## config.mk

```make
export PLATFORM = sky130hd
export DESIGN_NAME = arp_cache_with_retry_top
export DESIGN_NICKNAME = d
export VERILOG_FILES = /design/src/rtl/arp_pkg.sv /design/src/rtl/arp_cache_with_retry_top.sv
export SDC_FILE = /design/constraint.sdc
export NUM_CORES = 2
export LEC_CHECK = 0
export BUFFER_PORTS_ARGS = -buffer_cell sky130_fd_sc_hd__buf_2
export CAP_MARGIN = 0
export CORE_ASPECT_RATIO = 1.4
export CORE_UTILIZATION = 55
export DETAILED_ROUTE_END_ITERATION = 10
export PLACE_DENSITY_LB_ADDON = 0.2
export SETUP_SLACK_MARGIN = 0.4
export SYNTH_ARGS = -nofsm -noshare
export SYNTH_HDL_FRONTEND = slang
export SYNTH_SLANG_ARGS = --single-unit
```

## constraint.sdc

```tcl
create_clock -name clk -period 13.5 [get_ports clk]
set_input_delay 2.7 -clock clk [delete_from_list [all_inputs] [get_ports clk]]
set_output_delay 2.7 -clock clk [all_outputs]
set_load 0.05 [all_outputs]
```

## src/rtl/arp_pkg.sv

```systemverilog
// Package for the ARP cache: constants, request and result codes, state enum.
`default_nettype none
package arp_pkg;
    localparam int CACHE_ENTRIES_DEF = 16;
    localparam int PENDING_SLOTS_DEF = 8;
    localparam int IP_W   = 32;
    localparam int MAC_W  = 48;
    localparam int TIME_W = 16;
    localparam int TRY_W  = 3;
    localparam int TMO_W  = 8;
    localparam int CFG_W  = 8;
    localparam logic [7:0] TIMEOUT_RST  = 8'd15;
    localparam logic [2:0] MAXTRIES_RST = 3'd5;

    localparam logic [1:0] REQ_LOOKUP = 2'd0;
    localparam logic [1:0] REQ_INSERT = 2'd1;
    localparam logic [1:0] REQ_QUEUE  = 2'd2;
    localparam logic [1:0] REQ_TICK   = 2'd3;

    localparam logic [2:0] RES_LOOKUP  = 3'd0;
    localparam logic [2:0] RES_INSERT  = 3'd1;
    localparam logic [2:0] RES_QUEUE   = 3'd2;
    localparam logic [2:0] RES_SEND    = 3'd3;
    localparam logic [2:0] RES_RESOLVE = 3'd4;
    localparam logic [2:0] RES_UNREACH = 3'd5;
    localparam logic [2:0] RES_DONE    = 3'd6;

    localparam logic [1:0] ST_OK      = 2'd0;
    localparam logic [1:0] ST_PENDING = 2'd1;
    localparam logic [1:0] ST_FULL    = 2'd2;

    localparam logic CFG_TIMEOUT  = 1'b0;
    localparam logic CFG_MAXTRIES = 1'b1;

    typedef enum logic [3:0] {
        S_IDLE,
        S_CSCAN,    // cache scan: read entry, compare
        S_CSCAN_W,  // read latency
        S_PSCAN,
        S_PSCAN_W,
        S_AGE,
        S_AGE_W,
        S_TSLOT,    // tick: read pending slot
        S_TSLOT_W,
        S_TFIND,    // tick: scan cache for slot ip
        S_TFIND_W,
        S_TEMIT,
        S_FINISH
    } state_t;
endpackage
`default_nettype wire

```

## src/rtl/arp_cache_with_retry_top.sv

```systemverilog
// Top level of the ARP cache with aging and pending resolution retry.
// A lookup scans the cache, an insert scans the cache and then the pending slots, and a
// queue scans the pending slots. A tick ages the cache, then reads each pending slot and
// scans the cache for each live one, giving a result per live slot before the last.
// One request at a time; busy drops in the cycle of the last result. Results cannot be
// held off. Reset clears valid bits, clock and state registers; config goes to defaults.
`default_nettype none
module arp_cache_with_retry_top #(
    parameter int CACHE_ENTRIES = arp_pkg::CACHE_ENTRIES_DEF,
    parameter int PENDING_SLOTS = arp_pkg::PENDING_SLOTS_DEF
) (
    input  wire logic                     clk,
    input  wire logic                     rst_n,
    input  wire logic                     start,
    output logic                          busy,
    input  wire logic [1:0]               req_type,
    input  wire logic [arp_pkg::IP_W-1:0] ip_addr,
    input  wire logic [arp_pkg::MAC_W-1:0] mac_addr,
    input  wire logic                     cfg_we,
    input  wire logic                     cfg_index,
    input  wire logic [arp_pkg::CFG_W-1:0] cfg_data,
    output logic                          result_valid,
    output logic [2:0]                    result_kind,
    output logic [arp_pkg::IP_W-1:0]      out_ip,
    output logic [arp_pkg::MAC_W-1:0]     out_mac,
    output logic                          found,
    output logic [1:0]                    status,
    output logic                          last
);
    import arp_pkg::*;

    localparam int CW = (CACHE_ENTRIES > 1) ? $clog2(CACHE_ENTRIES) : 1;
    localparam int PW = (PENDING_SLOTS > 1) ? $clog2(PENDING_SLOTS) : 1;

    // Memories: cache entries and pending slots, synchronous read.
    logic [IP_W-1:0]   c_ip_mem  [CACHE_ENTRIES];
    logic [MAC_W-1:0]  c_mac_mem [CACHE_ENTRIES];
    logic [TIME_W-1:0] c_add_mem [CACHE_ENTRIES];
    logic [IP_W-1:0]   p_ip_mem  [PENDING_SLOTS];
    logic [TRY_W-1:0]  p_try_mem [PENDING_SLOTS];

    logic [CACHE_ENTRIES-1:0] c_valid_reg, c_valid_next;
    logic [PENDING_SLOTS-1:0] p_valid_reg, p_valid_next;

    logic [IP_W-1:0]   c_ip_q;
    logic [MAC_W-1:0]  c_mac_q;
    logic [TIME_W-1:0] c_add_q;
    logic [IP_W-1:0]   p_ip_q;
    logic [TRY_W-1:0]  p_try_q;

    logic [CW-1:0] c_addr;
    logic          c_we;
    logic [PW-1:0] p_addr;
    logic          p_we;
    logic [TRY_W-1:0] p_try_wr;

    state_t state_reg, state_next;
    logic [CW:0] ci_reg, ci_next;   // cache index, one bit wider than the entry address
    logic [PW:0] pi_reg, pi_next;
    logic [1:0]  rt_reg, rt_next;
    logic [IP_W-1:0]  ip_reg, ip_next;
    logic [MAC_W-1:0] mac_reg, mac_next;
    logic [TIME_W-1:0] sec_reg, sec_next;
    logic [TMO_W-1:0] tmo_reg;
    logic [TRY_W-1:0] mtry_reg;
    // scan outcomes
    logic          hit_reg, hit_next;
    logic [MAC_W-1:0] hmac_reg, hmac_next;
    logic          ffree_reg, ffree_next;     // a free cache slot was seen
    logic [CW-1:0] free_reg, free_next;
    logic          pfound_reg, pfound_next;
    logic [PW-1:0] pidx_reg, pidx_next;
    logic          pfree_reg, pfree_next;
    logic [PW-1:0] pfidx_reg, pfidx_next;

    logic rv_next, fnd_next, lst_next;
    logic [2:0] kind_next;
    logic [IP_W-1:0] oip_next;
    logic [MAC_W-1:0] omac_next;
    logic [1:0] st_next;

    logic [CW-1:0] ci_lo;
    logic [PW-1:0] pi_lo;
    logic          c_end, p_end;
    logic [TIME_W-1:0] age;

    assign ci_lo = ci_reg[CW-1:0];
    assign pi_lo = pi_reg[PW-1:0];
    assign c_end = (ci_reg == (CW+1)'(CACHE_ENTRIES - 1));
    assign p_end = (pi_reg == (PW+1)'(PENDING_SLOTS - 1));
    assign age   = sec_reg - c_add_q;

    always_ff @(posedge clk)
    begin
        if (c_we)
        begin
            c_ip_mem[c_addr]  <= ip_reg;
            c_mac_mem[c_addr] <= mac_reg;
            c_add_mem[c_addr] <= sec_reg;
        end
        c_ip_q  <= c_ip_mem[c_addr];
        c_mac_q <= c_mac_mem[c_addr];
        c_add_q <= c_add_mem[c_addr];
    end

    always_ff @(posedge clk)
    begin
        if (p_we)
        begin
            p_ip_mem[p_addr]  <= ip_reg;
            p_try_mem[p_addr] <= p_try_wr;
        end
        p_ip_q  <= p_ip_mem[p_addr];
        p_try_q <= p_try_mem[p_addr];
    end

    // Config registers.
    always_ff @(posedge clk or negedge rst_n)
    begin
        if (!rst_n)
        begin
            tmo_reg  <= TIMEOUT_RST;
            mtry_reg <= MAXTRIES_RST;
        end
        else if (cfg_we)
        begin
            unique case (cfg_index)
                CFG_TIMEOUT:  tmo_reg  <= cfg_data;
                CFG_MAXTRIES: mtry_reg <= cfg_data[TRY_W-1:0];
                default:      ;
            endcase
        end
    end

    always_ff @(posedge clk or negedge rst_n)
    begin
        if (!rst_n)
        begin
            state_reg    <= S_IDLE;
            c_valid_reg  <= '0;
            p_valid_reg  <= '0;
            sec_reg      <= '0;
            ci_reg       <= '0;
            pi_reg       <= '0;
            rt_reg       <= '0;
            hit_reg      <= 1'b0;
            ffree_reg    <= 1'b0;
            pfound_reg   <= 1'b0;
            pfree_reg    <= 1'b0;
            result_valid <= 1'b0;
        end
        else
        begin
            state_reg    <= state_next;
            c_valid_reg  <= c_valid_next;
            p_valid_reg  <= p_valid_next;
            sec_reg      <= sec_next;
            ci_reg       <= ci_next;
            pi_reg       <= pi_next;
            rt_reg       <= rt_next;
            hit_reg      <= hit_next;
            ffree_reg    <= ffree_next;
            pfound_reg   <= pfound_next;
            pfree_reg    <= pfree_next;
            result_valid <= rv_next;
        end
    end

    always_ff @(posedge clk)
    begin
        ip_reg      <= ip_next;
        mac_reg     <= mac_next;
        hmac_reg    <= hmac_next;
        free_reg    <= free_next;
        pidx_reg    <= pidx_next;
        pfidx_reg   <= pfidx_next;
        result_kind <= kind_next;
        out_ip      <= oip_next;
        out_mac     <= omac_next;
        found       <= fnd_next;
        status      <= st_next;
        last        <= lst_next;
    end

    assign busy = (state_reg != S_IDLE);

    // Next state.
    always_comb
    begin
        state_next = state_reg;
        unique case (state_reg)
            S_IDLE:
                if (start)
                    state_next = (req_type == REQ_TICK) ? S_AGE :
                                 (req_type == REQ_QUEUE) ? S_PSCAN : S_CSCAN;
            S_CSCAN:   state_next = S_CSCAN_W;
            S_CSCAN_W:
                if (!c_end)
                    state_next = S_CSCAN;
                else
                    state_next = (rt_reg == REQ_INSERT) ? S_PSCAN : S_FINISH;
            S_PSCAN:   state_next = S_PSCAN_W;
            S_PSCAN_W: state_next = p_end ? S_FINISH : S_PSCAN;
            S_AGE:     state_next = S_AGE_W;
            S_AGE_W:   state_next = c_end ? S_TSLOT : S_AGE;
            S_TSLOT:   state_next = S_TSLOT_W;
            S_TSLOT_W: state_next = p_valid_reg[pi_lo] ? S_TFIND :
                                    (p_end ? S_FINISH : S_TSLOT);
            S_TFIND:   state_next = S_TFIND_W;
            S_TFIND_W: state_next = c_end ? S_TEMIT : S_TFIND;
            S_TEMIT:   state_next = p_end ? S_FINISH : S_TSLOT;
            S_FINISH:  state_next = S_IDLE;
            default:   state_next = S_IDLE;
        endcase
    end

    // Datapath and outputs.
    always_comb
    begin
        c_valid_next = c_valid_reg;
        p_valid_next = p_valid_reg;
        sec_next   = sec_reg;
        ci_next    = ci_reg;
        pi_next    = pi_reg;
        rt_next    = rt_reg;
        ip_next    = ip_reg;
        mac_next   = mac_reg;
        hit_next   = hit_reg;
        hmac_next  = hmac_reg;
        ffree_next = ffree_reg;
        free_next  = free_reg;
        pfound_next = pfound_reg;
        pidx_next  = pidx_reg;
        pfree_next = pfree_reg;
        pfidx_next = pfidx_reg;
        c_addr = ci_lo;
        c_we   = 1'b0;
        p_addr = pi_lo;
        p_we   = 1'b0;
        p_try_wr = '0;
        rv_next   = 1'b0;
        kind_next = RES_LOOKUP;
        oip_next  = '0;
        omac_next = '0;
        fnd_next  = 1'b0;
        st_next   = ST_OK;
        lst_next  = 1'b0;
        case (state_reg)
            S_IDLE:
            begin
                ci_next = '0;
                pi_next = '0;
                rt_next = req_type;
                ip_next = ip_addr;
                mac_next = mac_addr;
                hit_next = 1'b0;
                ffree_next = 1'b0;
                pfound_next = 1'b0;
                pfree_next = 1'b0;
                if (start && req_type == REQ_TICK)
                    sec_next = sec_reg + 1'b1;
            end
            S_CSCAN_W, S_TFIND_W:
            begin
                if (c_valid_reg[ci_lo] && c_ip_q == ip_reg)
                begin
                    hit_next  = 1'b1;
                    hmac_next = c_mac_q;
                end
                if (!c_valid_reg[ci_lo] && !ffree_reg)
                begin
                    ffree_next = 1'b1;
                    free_next  = ci_lo;
                end
                ci_next = c_end ? '0 : ci_reg + 1'b1;
            end
            S_PSCAN_W:
            begin
                if (p_valid_reg[pi_lo] && p_ip_q == ip_reg && !pfound_reg)
                begin
                    pfound_next = 1'b1;
                    pidx_next   = pi_lo;
                end
                if (!p_valid_reg[pi_lo] && !pfree_reg)
                begin
                    pfree_next = 1'b1;
                    pfidx_next = pi_lo;
                end
                pi_next = p_end ? '0 : pi_reg + 1'b1;
            end
            S_AGE_W:
            begin
                if (c_valid_reg[ci_lo] && age > TIME_W'(tmo_reg))
                    c_valid_next[ci_lo] = 1'b0;
                ci_next = c_end ? '0 : ci_reg + 1'b1;
            end
            S_TSLOT_W:
            begin
                ip_next  = p_ip_q;
                hit_next = 1'b0;
                if (!p_valid_reg[pi_lo])
                    pi_next = pi_reg + 1'b1;
            end
            S_TEMIT:
            begin
                rv_next  = 1'b1;
                oip_next = ip_reg;
                if (hit_reg)
                begin
                    kind_next = RES_RESOLVE;
                    omac_next = hmac_reg;
                    fnd_next  = 1'b1;
                    p_valid_next[pi_lo] = 1'b0;
                end
                else if (p_try_q >= mtry_reg)
                begin
                    kind_next = RES_UNREACH;
                    p_valid_next[pi_lo] = 1'b0;
                end
                else
                begin
                    kind_next = RES_SEND;
                    p_we = 1'b1;
                    p_try_wr = p_try_q + 1'b1;
                end
                pi_next = pi_reg + 1'b1;
            end
            S_FINISH:
            begin
                rv_next  = 1'b1;
                lst_next = 1'b1;
                oip_next = ip_reg;
                case (rt_reg)
                    REQ_LOOKUP:
                    begin
                        kind_next = RES_LOOKUP;
                        fnd_next  = hit_reg;
                        omac_next = hit_reg ? hmac_reg : '0;
                    end
                    REQ_INSERT:
                    begin
                        kind_next = RES_INSERT;
                        fnd_next  = pfound_reg;
                        if (pfound_reg)
                            p_valid_next[pidx_reg] = 1'b0;
                        if (ffree_reg)
                        begin
                            c_addr = free_reg;
                            c_we   = 1'b1;
                            c_valid_next[free_reg] = 1'b1;
                        end
                        else
                            st_next = ST_FULL;
                    end
                    REQ_QUEUE:
                    begin
                        kind_next = RES_QUEUE;
                        if (pfound_reg)
                            st_next = ST_PENDING;
                        else if (pfree_reg)
                        begin
                            p_addr = pfidx_reg;
                            p_we   = 1'b1;
                            p_try_wr = '0;
                            p_valid_next[pfidx_reg] = 1'b1;
                        end
                        else
                            st_next = ST_FULL;
                    end
                    default:
                    begin
                        kind_next = RES_DONE;
                        oip_next  = '0;
                    end
                endcase
            end
            default: ;
        endcase
    end
endmodule
`default_nettype wire

```

Word level (Yosys, flattened, before mapping)
Memory sizes are Yosys's and may differ from the RTL's. A register that Yosys moved wholly into a read port is not among the register bits.
Index checks and enable logic that the tools add are counted.
{ "classes": {"n_addsub": 5, "mul": 0, "n_div": 0, "order_cmp": 12, "n_eq_ne": 34, "shift": 0, "mux": 91, "n_bitwise": 9, "n_reduce_logical": 47} }
{ "op_table": {"columns": ["op", "n"], "rows": [
  ["one-hot mux 32 bit (2 select lines)", 2],
  ["two-way mux 48 bit", 2],
  ["one-hot mux 48 bit (2 select lines)", 1],
  ["equality test 32 bit", 2],
  ["two-way mux 16 bit", 3],
  ["one-hot mux 4 bit (12 select lines)", 1],
  ["two-way mux 4 bit", 11],
  ["two-way mux 8 bit", 5],
  ["two-way mux 32 bit", 1],
  ["one-hot mux 16 bit (2 select lines)", 1],
  ["one-hot mux 8 bit (2 select lines)", 2],
  ["two-way mux 3 bit", 10],
  ["two-way mux 1 bit", 26],
  ["AND reduction 2 bit", 12],
  ["equality test 4 x 3 -> 1 bit (second input constant)", 5],
  ["equality test 4 bit (second input constant)", 5],
  ["!= test 2 bit (second input constant)", 9],
  ["adder 16 x 1 -> 16 bit (second input constant)", 1],
  ["bitwise AND 16 bit", 1],
  ["bitwise AND 8 bit", 2],
  ["greater-than comparator 16 x 8 -> 1 bit", 1],
  ["NOT 16 bit", 1],
  ["NOT 8 bit", 2],
  ["bitwise OR 16 bit", 1],
  ["39 further kinds", 91]
]} }
{ "totals": {"ff_bits": 296, "latchBits": 0, "ramBits": 1816, "rom_bits": 0, "input_bits": 95, "output_inout_bits": 89, "elab_cells": 229, "memories": 5} }
{ "memory_table": {"columns": ["name", "depth", "width", "rd", "rd_clocked_by_memory_dff", "wr", "line", "rtl"], "rows": [
  ["c_mac_mem", 16, 48, 1, 1, 1, "arp_cache_with_retry_top.sv:37", "logic [MAC_W-1:0] c_mac_mem [CACHE_ENTRIES];"],
  ["c_ip_mem", 16, 32, 1, 1, 1, "arp_cache_with_retry_top.sv:36", "logic [IP_W-1:0] c_ip_mem [CACHE_ENTRIES];"],
  ["c_add_mem", 16, 16, 1, 1, 1, "arp_cache_with_retry_top.sv:38", "logic [TIME_W-1:0] c_add_mem [CACHE_ENTRIES];"],
  ["p_ip_mem", 8, 32, 1, 1, 1, "arp_cache_with_retry_top.sv:39", "logic [IP_W-1:0] p_ip_mem [PENDING_SLOTS];"],
  ["p_try_mem", 8, 3, 1, 1, 1, "arp_cache_with_retry_top.sv:40", "logic [TRY_W-1:0] p_try_mem [PENDING_SLOTS];"]
]} }

Logic depth before layout (Yosys ltp)
{ "depth": {"ltp_word": 9, "ltp_mapped": 17, "ltp_nobuf": 16} }

Worst setup path before layout
Ideal clock, no wire load.
{ "synth_path": {"path_type": "reg-to-reg", "start": "register state_reg[0]", "end": "memory c_add_mem[13][0], enable pin", "setup_time_ps": 670, "t_arrival_ps": 8398, "t_required_ps": 12830, "setup_slack_ps": 4431, "path_stages_with_launch": 10, "path_buffers": 3, "path_cell_list": "dfrtp_1 -> nor2_2 -> nand3_2 -> inv_2 -> and3_1 -> buf_4 -> mux2i_1 -> clkbuf_1 -> clkbuf_1 -> nor3_1"} }
{ "synth_between": {"elab_chain_cells": 4} }
{ "synth_rtl": {"columns": ["element", "line", "rtl"], "rows": [
  ["from (decl)", "arp_cache_with_retry_top.sv:57", "state_t state_reg, state_next;"],
  ["from (signal assigned)", "arp_cache_with_retry_top.sv:154", "state_reg <= state_next;"],
  ["equality test 4 bit *", "arp_cache_with_retry_top.sv:248", "case (state_reg)"],
  ["two-way mux 1 bit", "arp_cache_with_retry_top.sv:248", null],
  ["two-way mux 1 bit", "arp_cache_with_retry_top.sv:95", "if (c_we)"],
  ["two-way mux 1 bit (implied by the code)", "arp_cache_with_retry_top.sv:99", "c_add_mem[c_addr] <= sec_reg;"],
  ["to (decl)", "arp_cache_with_retry_top.sv:38", null]
]} }
Every way passes the cells marked *; elsewhere a longest branch is shown, timed or not.

Worst setup path in the final report
{ "layout_path": {"start": "register state_reg[1]", "end": "register c_mac_q[31] (read register of c_mac_mem)"} }
{ "layout_between": {"elab_chain_cells": 2} }
{ "layout_rtl": {"columns": ["element", "line", "rtl"], "rows": [
  ["equality test 4 bit", "arp_cache_with_retry_top.sv:248", null],
  ["two-way mux 4 bit", "arp_cache_with_retry_top.sv:248", null],
  ["to (decl)", "arp_cache_with_retry_top.sv:46", "logic [MAC_W-1:0] c_mac_q;"]
]} }
No other way between the ends.
A chain may end at the register's enable or synchronous reset.

==> summary.json <==
{
  "cts_inserted_buffers": {"value": 200},
  "synth_edf_count": {"value": 1954},
  "synthesis.area": {"value": 83700, "unit": "um2"},
  "largest_register_ffs": {"value": 768},
  "routabilityCongestion": {"value": 0.803},
  "crit_required": {"value": 14.15, "unit": "ns"},
  "maxCapViolations": {"value": 0},
  "slew_viols_final": {"value": 0},
  "grt_first_pass_wirelength": {"value": 283000, "unit": "um"},
  "cts_root_buffer": {"value": "clkbuf_16"},
  "setup.worst_path.start_class": {"value": "register"},
  "number_of_nets_in_the_synthesized_netlist": {"value": 4490},
  "crit_path_max_fanout": {"value": 47},
  "report.final.hold_viol_count": {"value": 0},
  "status": {"value": "finished, final reports clean"},
  "dp_worst_setup_slack": {"value": 6.99, "unit": "ns"},
  "power_per_cell_area": {"value": 186, "unit": "nW/um2"},
  "clkPwrFrac": {"value": 33.4, "unit": "%"},
  "crit_path_end_kind": {"value": "register"},
  "ys_seq_elements": {"value": 2243},
  "drive_gt1_share": {"value": 23.0, "unit": "%"},
  "global_route.usage.total": {"value": 25.3, "unit": "%"},
  "horizontal_die_dimension": {"value": 332, "unit": "um"},
  "drt_iter0_drc": {"value": 4012},
  "power.share.combinational": {"value": 15.9, "unit": "%"},
  "io_pins": {"value": 184},
  "syn-instance-count": {"value": 4357},
  "starting_density_of_the_core": {"value": 55.3, "unit": "%"},
  "internal-power": {"value": 12.9, "unit": "mW"},
  "ys.flop_type": {"value": "edfxtp_1"},
  "yosysSeqAreaShare": {"value": 77.5, "unit": "%"},
  "postCtsSetupRepairBufs": {"value": 0},
  "netlist-cell-type-count": {"value": 71},
  "seqPwrFrac": {"value": 50.7, "unit": "%"},
  "cts_repair_resize_count": {"value": 0},
  "detail_route.drc_violations": {"value": 0},
  "clock-sinks": {"value": 2243},
  "totalPowerFinal": {"value": 17.5, "unit": "mW"},
  "layout.nets": {"value": 4769},
  "crit_path_category": {"value": "reg -> reg"},
  "area_growth_syn_to_layout": {"value": 12.2, "unit": "%"},
  "final.setup_skew": {"value": 0.0272, "unit": "ns"},
  "place.port_buffers": {"value": 183},
  "post_drt_wl_per_cell": {"value": 28.4, "unit": "um"},
  "antenna_violating_nets_post_route": {"value": 0},
  "synth-async-reset-ratio": {"value": 3.17, "unit": "%"},
  "largest_register": {"value": "c_mac_mem"},
  "hold_class": {"value": "reg -> reg"},
  "maximum_number_of_pins_on_one_net_before_global_route_repair": {"value": 160},
  "unrepaired_setup_endpoints_after_global_routing": {"value": "no"},
  "cellLeakagePower": {"value": 32.0, "unit": "nW"},
  "relSlewSlack": {"value": 18.6, "unit": "%"},
  "routed_wl": {"value": 193000, "unit": "um"},
  "dpl.cell_count": {"value": 6400},
  "ys.warnings.count": {"value": 0},
  "setup_viol": {"value": 0},
  "worst_slew_pin_slew": {"value": 1.19, "unit": "ns"},
  "core_area": {"value": 151000, "unit": "um2"},
  "hpwlAfterDp": {"value": 98400, "unit": "um"},
  "drt_pre_antenna_iters": {"value": 7},
  "via_per_inst": {"value": 6.22},
  "final_min_period_over_clock_period": {"value": 47.5, "unit": "%"},
  "syn_avg_cell_area": {"value": 19.2, "unit": "um2"},
  "grt_pass1_vias": {"value": 43029},
  "n_fill_cell": {"value": 10369},
  "netSwitchingFraction": {"value": 26.4, "unit": "%"},
  "arrival": {"value": 7.07, "unit": "ns"},
  "route.vias.total": {"value": 42180},
  "die_area": {"value": 154000, "unit": "um2"},
  "peakVddDrop": {"value": 0.160, "unit": "mV"},
  "finalHoldWorstSlack": {"value": 0.398, "unit": "ns"},
  "htreeDepth": {"value": 4},
  "tns": {"value": 0, "unit": "ns"},
  "finalWorstSetupSlack": {"value": 7.08, "unit": "ns"},
  "total_switching_power": {"value": 4.62, "unit": "mW"},
  "biggestRegsByFlops": {"value": "c_mac_mem (768), c_ip_mem (512)"},
  "rows": {"value": 169},
  "die_h": {"value": 463, "unit": "um"},
  "insertion_delay": {"value": 0.84, "unit": "ns"},
  "cts_tree": {"value": "yes"},
  "period_minus_slack": {"value": 6.42, "unit": "ns"},
  "gr-total-overflow": {"value": 0},
  "maximum_buffer_depth_of_the_clock_tree": {"value": 3},
  "fmax": {"value": 156, "unit": "MHz"},
  "cts-hold-fix-buffers": {"value": 0},
  "post_layout_nonfiller_instances": {"value": 6782},
  "grt_antenna_before_repair": {"value": 8},
  "clk_pin_slew": {"value": 0.07, "unit": "ns"}
}
==> synth_stat cells, drive strengths merged, types with 32 or more instances <==
master / count / area share [%]
nand4: 41 / 0.31
and2: 85 / 0.64
mux4: 388 / 10
nor2: 56 / 0.26
nor3: 34 / 0.22
dfrtp: 65 / 1.9
a22oi: 127 / 1.1
inv: 45 / 0.20
mux2: 40 / 0.54
buf: 117 / 0.88
a21oi: 39 / 0.23
edfxtp: 1954 / 70
o21ai: 54 / 0.32
xnor2: 32 / 0.34
xor2: 56 / 0.59
a31oi: 111 / 0.83
dfxtp: 218 / 5.2
and3: 109 / 0.82
clkbuf: 98 / 0.44
nand2: 454 / 2.0
ha: 37 / 0.55
==> layer usage <==
metal	GRT usage (%)	up-vias	part of all wire (%)
met4	7.99	8	2.7
met2	43.8	1618	52
met5	0	-	0.024
li1	-	17919	-
met1	33.2	22325	39
met3	3.75	310	6.5
==> worst max-delay path, cell delays in order, from the launching register on <==
cell,delay (ns)
dfrtp_1,0.50
nor2_2,0.33
nand3_2,0.37
inv_2,0.43
and3_1,0.69
mux2i_4,0.47
buf_4,0.71
buf_4,0.86
buf_4,0.87
mux4_2,0.60
nand2_1,0.07
and3_1,0.17
a31oi_1,0.05
==> cell usage in the layout, fill, tap and decap left out, types with 20 or more instances in the layout <==
cell	n
a21oi_1	39
a22oi_1	127
a31oi_1	111
and2_1	85
and3_1	109
buf_2	182
buf_4	106
bufinv_16	22
clkbuf_1	34
clkbuf_16	203
clkbuf_8	22
clkinv_1	23
clkinv_2	46
dfrtp_1	65
dfxtp_1	218
edfxtp_1	1954
ha_1	37
inv_1	43
mux2_2	40
mux4_2	388
nand2_1	453
nand3_1	25
nand4_1	41
nor2_1	52
nor3_2	20
o21ai_0	52
xnor2_1	32
xor2_1	56
==> cell families (layout without fill, tap and decap cells) <==
group / Yosys count / after routing / synth area share (%)
AOI/OAI and AO/OA: 408 / 408 / 3.30
xor gates and xnor gates: 88 / 88 / 0.921
adders and majority gates: 38 / 38 / 0.577
buffers and inverters: 260 / 716 / 1.52
DFF: 2243 / 2243 / 77.5
muxes: 437 / 437 / 11.1
other: 0 / 3 / 0
and+or+nand+nor: 883 / 883 / 5.09
==> layout make-up <==
| cell class | count | area [um2] | area share [%] |
|---|---|---|---|
| timing repair buffer | 292 | 1790 | 1.90 |
| inverter | 45 | 170 | 0.181 |
| clock inverter | 120 | 1320 | 1.41 |
| clock buffer | 259 | 5510 | 5.87 |
| tap | 1966 | 2460 | 2.62 |
| sequential | 2243 | 64800 | 69.0 |
| multi-input combinational | 1854 | 17800 | 19.0 |
| antenna | 3 | 7.51 | 0.00800 |
==> power by group through the flow <==
stage	clock network [mW]	logic [mW]	registers (mW)
floorplan	0	2.05	8.85
global placement	0	2.79	8.99
detailed placement	0	2.81	9.02
CTS	5.95	2.82	8.87
global route	6.19	3.01	8.93
finish	5.85	2.79	8.87
==> worst paths after layout <==
kind	startpoint	endpoint	slack (ns)	depth (start not counted)
hold reg to reg	c_mac_q[21]	hmac_reg[21]	0.40	0
setup / recovery	state_reg[1]	c_mac_q[31]	7.08	12
hold / removal	c_mac_q[21]	hmac_reg[21]	0.40	0
max in group asynchronous	rst_n	ci_reg[0]	10.67	2
min in group asynchronous	rst_n	result_valid	1.78	1
setup reg to reg	state_reg[1]	c_mac_q[31]	7.08	12
==> per-stage QoR <==
stage                     utilization [%]  area, um2
after floorplan                         -      83700
after global placement               57.6      87100
after detailed placement             57.6      87100
after CTS                            62.1      93900
after global routing                 62.1      93900
final                                62.1      93900
Power figures use the tool's default switching activity.
